### config.mk
export PLATFORM = sky130hd
export DESIGN_NAME = nspc_ring
export DESIGN_NICKNAME = d
export VERILOG_FILES = /design/src/hdl/nspc_ring.sv
export SDC_FILE = /design/constraint.sdc
export NUM_CORES = 1
export LEC_CHECK = 0
export BUFFER_PORTS_ARGS = -buffer_cell sky130_fd_sc_hd__buf_2
export CORE_ASPECT_RATIO = 1.5
export CORE_MARGIN = 2
export CORE_UTILIZATION = 40
export CTS_BUF_LIST = sky130_fd_sc_hd__clkbuf_8
export DETAILED_ROUTE_END_ITERATION = 8
export GPL_TIMING_DRIVEN = 0
export PLACE_DENSITY = 0.68
export REMOVE_ABC_BUFFERS = 1
export SLEW_MARGIN = 20
export SYNTH_ARGS = -nofsm -noshare
export SYNTH_HDL_FRONTEND = slang
export SYNTH_SLANG_ARGS = --single-unit
### constraint.sdc
create_clock -name clk -period 4.02 [get_ports clk]
set_clock_uncertainty 0.05 [all_clocks]
set_input_delay 0.201 -clock clk [delete_from_list [all_inputs] [get_ports clk]]
set_output_delay 0.201 -clock clk [all_outputs]
set_load 0.03 [all_outputs]
### src/hdl/nspc_ring.sv
// nspc_ring: ring of recent source addresses with parallel hit count
// depends on nothing outside this file

module nspc_ring #(
    parameter int RING_DEPTH = 15
) (
    input  logic                          clk,
    input  logic                          rst_n,
    input  logic                          push,
    input  logic [31:0]                   src,
    output logic [$clog2(RING_DEPTH+1)-1:0] hits
);
    localparam int PW = (RING_DEPTH > 1) ? $clog2(RING_DEPTH) : 1;
    localparam int HW = $clog2(RING_DEPTH+1);

    logic [31:0]   ring_reg [RING_DEPTH];
    logic [PW-1:0] pos_reg;

    always_comb
    begin
        hits = '0;
        for (int i = 0; i < RING_DEPTH; i++)
            hits = hits + HW'(ring_reg[i] == src);
    end

    always_ff @(posedge clk or negedge rst_n)
    begin
        if (!rst_n)
        begin
            pos_reg <= '0;
            for (int i = 0; i < RING_DEPTH; i++)
                ring_reg[i] <= '0;
        end
        else if (push)
        begin
            ring_reg[pos_reg] <= src;
            pos_reg <= (pos_reg == PW'(RING_DEPTH-1)) ? '0 : pos_reg + PW'(1);
        end
    end
endmodule

==> results of run 1 <==
worst min-delay path: stages:
cell and delay, ps:
dlygate4sd3_1 560, buf_8 140, buf_12 190
metal layers:
layer  part of all wire  wire (um)
met5                  0          0
met4              0.019        927
met3              0.026       1300
met2               0.55      27000
met1               0.41      20200
area by class of cell:
cell class              count  area, um2
diodes                      1       2.50
clock buffers              91       1250
clock inverters            27        219
fillers                  5257      32400
inverters                  10       37.5
multi-input cells        1173      11400
flip-flops and latches    484      12100
well taps                 777        972
repair buffers             59        709
report_power, final:
part           internal [mW]  switching (mW)  leakage, nW
Sequential              7.15            1.52         6.05
Combinational           3.06            2.03         5.25
Clock                   2.28            1.84        0.819
cells in the mapped netlist (4+ instances only):
master    number
dfrtp_1      484
xor2_1       481
mux2_2       412
nor4_1       120
clkbuf_1      74
mux2_1        38
buf_2         36
buf_1         32
mux2_4        30
nand4_1       30
nor2_1        24
fa_1          10
inv_1          9
nand2_1        4
nand3_1        4
o21ai_0        4
through the flow:
stage	TNS, ps	area (um2)
detailed placement	-6100	25000
finish	-4900	26700
global route	-5550	26700
CTS	-5620	26600
floorplan	-760	23300
global placement	-3326100	24400
logic make-up (layout without fill, tap and decap cells):
logic type      Yosys count  after routing
compound gates            9              9
flops                   484            484
xor+xnor                481            481
mux                     480            480
other cells               0              1
fa+ha+maj                12             12
simple gates            191            191
buf+inv                 158            187
path summary, 6_finish.rpt:
kind	from	slack (ps)	cells past startpoint	to
max in group asynchronous	rst_n	2360	5	ring_reg[160]
min reg2reg	ring_reg[423]	460	1	ring_reg[423]
max	ring_reg[473]	-1380	12	hits[2]
min in group clk	src[25]	310	2	ring_reg[409]
min	rst_n	80	3	ring_reg[401]
max reg2reg	pos_reg[3]	1460	3	ring_reg[429]
what timing repair did:
item / 4_1_cts / 5_1_grt
endpoints found under the hold margin: 212 / 0
endpoints found under the setup margin: 4 / 4
gates resized for setup: 27 / 9
hold buffers: 3 / 0
pin swaps: 12 / 6
==> results.sh, run 1 <==
export IMPL_post_cts_buffers=0
export IMPL_synth_main_ff_cell="dfrtp_1"
export IMPL_cts_path_max_buffers=3
export IMPL_cts_sinks=484
export IMPL_dp_hpwl_mm=31.2
export IMPL_power_mw=17.9
export IMPL_synth_simple_area_share=0.0471
export IMPL_synth_seq_cells=484
export IMPL_ant_nets=0
export IMPL_placed_cells=2500
export IMPL_hold_viol=0
export IMPL_synth_xor_area_frac=0.176
export IMPL_vias=13431
export IMPL_track_usage=0.166
export IMPL_drc=0
export IMPL_cap_violations=0
export IMPL_yosys_area_top_type_share=0.506
export IMPL_ir_drop_uv=259
export IMPL_grt_pass1_vias=14868
export IMPL_path_buf_inv=1
export IMPL_status="finished with violations"
export IMPL_vias_per_cell=5.12
export IMPL_mostFrequentLayoutCells="484 x dfrtp_1, 480 x xor2_1, 412 x mux2_2"
export IMPL_synth_area_leaders="dfrtp_1 51%, mux2_2 19%, xor2_1 18%, nor4_1 3.1%, mux2_4 1.9%"
export IMPL_path_delay_family="adder cells"
export IMPL_fin_nets=1844
export IMPL_area_growth_syn_to_layout_pct=11.5
export IMPL_synth_area_um2=23900
export IMPL_ctsHtreeMaxLevel=3
export IMPL_grt_ovfl_total=0
export IMPL_synth_compound_area_share=0.00230
export IMPL_power_density_nw_per_um2=670
export IMPL_synth_cell_types=30
export IMPL_met1_usage=0.188
export IMPL_busiest_layer="met2"
export IMPL_grtUsageMet3=0.0237
export IMPL_clk_pin_slew_worst_paths_ps=70
export IMPL_wire_per_inst_um=18.8
export IMPL_fmax_ghz=0.185
export IMPL_relSlewSlack=0.370
export IMPL_synth_fa_ha_area_frac=0.00941
export IMPL_firstDrtPassIters=4
export IMPL_muxShareOfSynthArea=0.231
export IMPL_start_kind="flop"
export IMPL_largest_register_ffs=480
export IMPL_die_area_um2=61800
export IMPL_ys_warn_count=0
export IMPL_setup_ws_ps=-1380
export IMPL_grtUsageMet2=0.318
export IMPL_p_leak_nw=12.1
export IMPL_period_share=1.34
export IMPL_avgSynthCellArea_um2=13.2
export IMPL_clock_root_buffer="clkbuf_8"
export IMPL_place_ws_ps=-1870
export IMPL_io_buffer_count=38
export IMPL_cpMaxStageDelayCell="fa_2"
export IMPL_drv_slew=0
export IMPL_first_iter_violations=569
export IMPL_die_w_um=204
export IMPL_fin_cells=2622
export IMPL_routabilityCongestion=0.756
export IMPL_synth_edff_count=0
export IMPL_critical_path_class="reg2out"
export IMPL_synthArstFlopShare=1.00
export IMPL_worstPathArrival_ps=5150
export IMPL_min_path_type="in2async"
export IMPL_cp_max_fo=2
export IMPL_holdWs_ps=82.0
export IMPL_period_needed_ps=5400
export IMPL_antenna_found_initial=1
export IMPL_synth_top_family_by_area="multiplexers"
export IMPL_worst_slew_pin_slew_ps=946
export IMPL_synth_area_leader_cell="dfrtp_1"
export IMPL_grt_start_max_net_pins=100
export IMPL_mostFrequentLayoutCell="dfrtp_1"
export IMPL_yosysSeqAreaShare=0.506
export IMPL_critPathRequiredTime_ps=3770
export IMPL_rsz0062_at_grt="yes"
export IMPL_crit_chain="xor2_1 > nor4_2 > nand4_1 > nor2_4 > fa_1 > fa_1 > fa_2 > fa_1 > fa_2 > fa_2 > xor2_4 > buf_6"
export IMPL_fp_row_count=109
export IMPL_numCtsBuffers=69
export IMPL_post_route_util=0.452
export IMPL_violations="negative setup slack"
export IMPL_grt_pass1_wl_mm=80.1
export IMPL_crit_path_end_kind="output port"
export IMPL_ioPinCount=39
export IMPL_routed_wl_mm=49.4
export IMPL_drive_gt1_frac=0.350
export IMPL_clk_latency_ps=600
export IMPL_setup_viol=4
export IMPL_die_h_um=304
export IMPL_cts_tree="done"
export IMPL_core_area_um2=59100
export IMPL_initial_core_util=0.405
export IMPL_synthCells=1815
export IMPL_critPathMaxStageDelay_ps=590
(Power assumes the default switching activity.)
==> inputs of run 2 (changes only) <==
--- a/config.mk
+++ b/config.mk
@@ -6,7 +6,7 @@
 export NUM_CORES = 1
 export LEC_CHECK = 0
 export BUFFER_PORTS_ARGS = -buffer_cell sky130_fd_sc_hd__buf_2
-export CORE_ASPECT_RATIO = 1.5
+export CORE_ASPECT_RATIO = 1.2
 export CORE_MARGIN = 2
 export CORE_UTILIZATION = 40
 export CTS_BUF_LIST = sky130_fd_sc_hd__clkbuf_8
==> run 2 against run 1 <==
Compared with the run above: the run still ends with negative setup slack left; first-iteration DRC count is 8.6% higher; clock power up 2%; cell count increased by 1.9%; global-route usage grew 0.31 points.
==> results.sh, run 2 (synthesis results as in run 1) <==
export IMPL_status="finished with violations"
export IMPL_violations="negative setup slack"
export IMPL_crit_path_end_kind="output port"
export IMPL_initial_core_util=0.403
export IMPL_area_growth_syn_to_layout_pct=11.9
export IMPL_ctsHtreeMaxLevel=3
export IMPL_io_buffer_count=38
export IMPL_routed_wl_mm=50.8
export IMPL_dp_hpwl_mm=29.9
export IMPL_fmax_ghz=0.181
export IMPL_routabilityCongestion=0.752
export IMPL_fin_nets=1859
export IMPL_grt_pass1_vias=14339
export IMPL_numCtsBuffers=83
export IMPL_relSlewSlack=0.360
export IMPL_critPathRequiredTime_ps=3770
export IMPL_grt_start_max_net_pins=105
export IMPL_cpMaxStageDelayCell="fa_2"
export IMPL_worst_slew_pin_slew_ps=960
export IMPL_critPathMaxStageDelay_ps=630
export IMPL_holdWs_ps=88.3
export IMPL_die_w_um=227
export IMPL_place_ws_ps=-1750
export IMPL_hold_viol=0
export IMPL_firstDrtPassIters=4
export IMPL_setup_viol=4
export IMPL_mostFrequentLayoutCell="dfrtp_1"
export IMPL_critical_path_class="reg2out"
export IMPL_die_h_um=272
export IMPL_cts_sinks=484
export IMPL_first_iter_violations=618
export IMPL_post_route_util=0.451
export IMPL_drive_gt1_frac=0.345
export IMPL_min_path_type="in2async"
export IMPL_drv_slew=0
export IMPL_vias_per_cell=5.09
export IMPL_vias=13583
export IMPL_setup_ws_ps=-1500
export IMPL_power_density_nw_per_um2=672
export IMPL_worstPathArrival_ps=5270
export IMPL_period_needed_ps=5520
export IMPL_die_area_um2=61800
export IMPL_clk_latency_ps=640
export IMPL_ioPinCount=39
export IMPL_rsz0062_at_grt="yes"
export IMPL_antenna_found_initial=1
export IMPL_crit_top_cell="fa_1"
export IMPL_start_kind="flop"
export IMPL_wire_per_inst_um=19.0
export IMPL_mostFrequentLayoutCells="484 x dfrtp_1, 480 x xor2_1, 412 x mux2_2"
export IMPL_period_share=1.37
export IMPL_ant_nets=0
export IMPL_clk_pin_slew_worst_paths_ps=60
export IMPL_clock_root_buffer="clkbuf_8"
export IMPL_largest_register_ffs=480
export IMPL_fp_row_count=98
export IMPL_core_area_um2=59300
export IMPL_tns_ps=-5360
export IMPL_drc=0
export IMPL_cts_path_max_buffers=3
export IMPL_grt_ovfl_total=0
export IMPL_crit_chain="xor2_1 > nor4_2 > nand4_1 > nor2_2 > fa_1 > fa_1 > fa_1 > fa_1 > fa_2 > fa_2 > buf_6"
export IMPL_track_usage=0.169
export IMPL_grt_pass1_wl_mm=81.0
export IMPL_r2r_start="pos_reg[1]"
export IMPL_cap_violations=0
export IMPL_crit_start="ring_reg[450]"
export IMPL_p_leak_nw=12.2
export IMPL_cts_tree="done"
export IMPL_cp_max_fo=2
export IMPL_ir_drop_uv=316
## run 2: cell count changes in the layout (fill, tap and decap cells not counted), sizes merged
cell / before / now
clkinvlp: 0 / 1
buf: 57 / 58
inv: 23 / 44
clkinv: 10 / 6
bufinv: 4 / 0
clkbuf: 91 / 102
## run 2: final timing paths
path	to	slack, ps	cells after the start
max	hits[1]	-1500	11
min	ring_reg[398]	90	3
max reg2reg	ring_reg[393]	1510	5
min reg2reg	ring_reg[258]	460	1
max in group asynchronous	ring_reg[125]	2850	4
min in group clk	ring_reg[266]	300	2
## run 2: stage by stage
stage	power, mW	cells	cell area [um2]
after floorplan	12.4	1667	23300
after global placement	13.3	2505	24500
after detailed placement	13.8	2524	25000
after CTS	18.2	2670	26700
after global routing	19.2	2671	26800
final	18.0	2671	26800
## run 2: power breakdown
group | switching, mW | internal, mW
clock network | 1.94 | 2.27
registers | 1.53 | 7.15
logic | 2.04 | 3.06
## run 2: worst max-delay path, delay by kind of cell, from the launching register on
kind	cells	cell delay (ps)
xor+xnor	1	170
buf+inv	1	150
simple gates	3	870
flops	1	390
fa+ha+maj	6	3050
## run 2: routing by layer
layer,global-route usage,routed length (um),vias to the layer above
met3,0.0298,2000,79
met1,0.230,23200,7097
met2,0.278,24600,180
met5,0,0,-
met4,0.0430,957,0
li1,-,-,6227
## run 2: timing repair
item | 4_1_cts | 5_1_grt
setup endpoints to repair | 4 | 4
endpoints found under the hold margin | 202 | 0
hold buffers | 3 | 0
gates resized for setup | 25 | 4
buffers inserted | 0 | 0
pin swaps | 12 | 3
## run 2: cell type report
type,count,area [um2]
clock buffer,102,1400
fill,5383,32600
timing repair buffer,60,717
antenna,1,2.50
inverter,10,37.5
clock inverter,41,165
multi-input combinational,1173,11300
sequential,484,12100
tap,800,1000
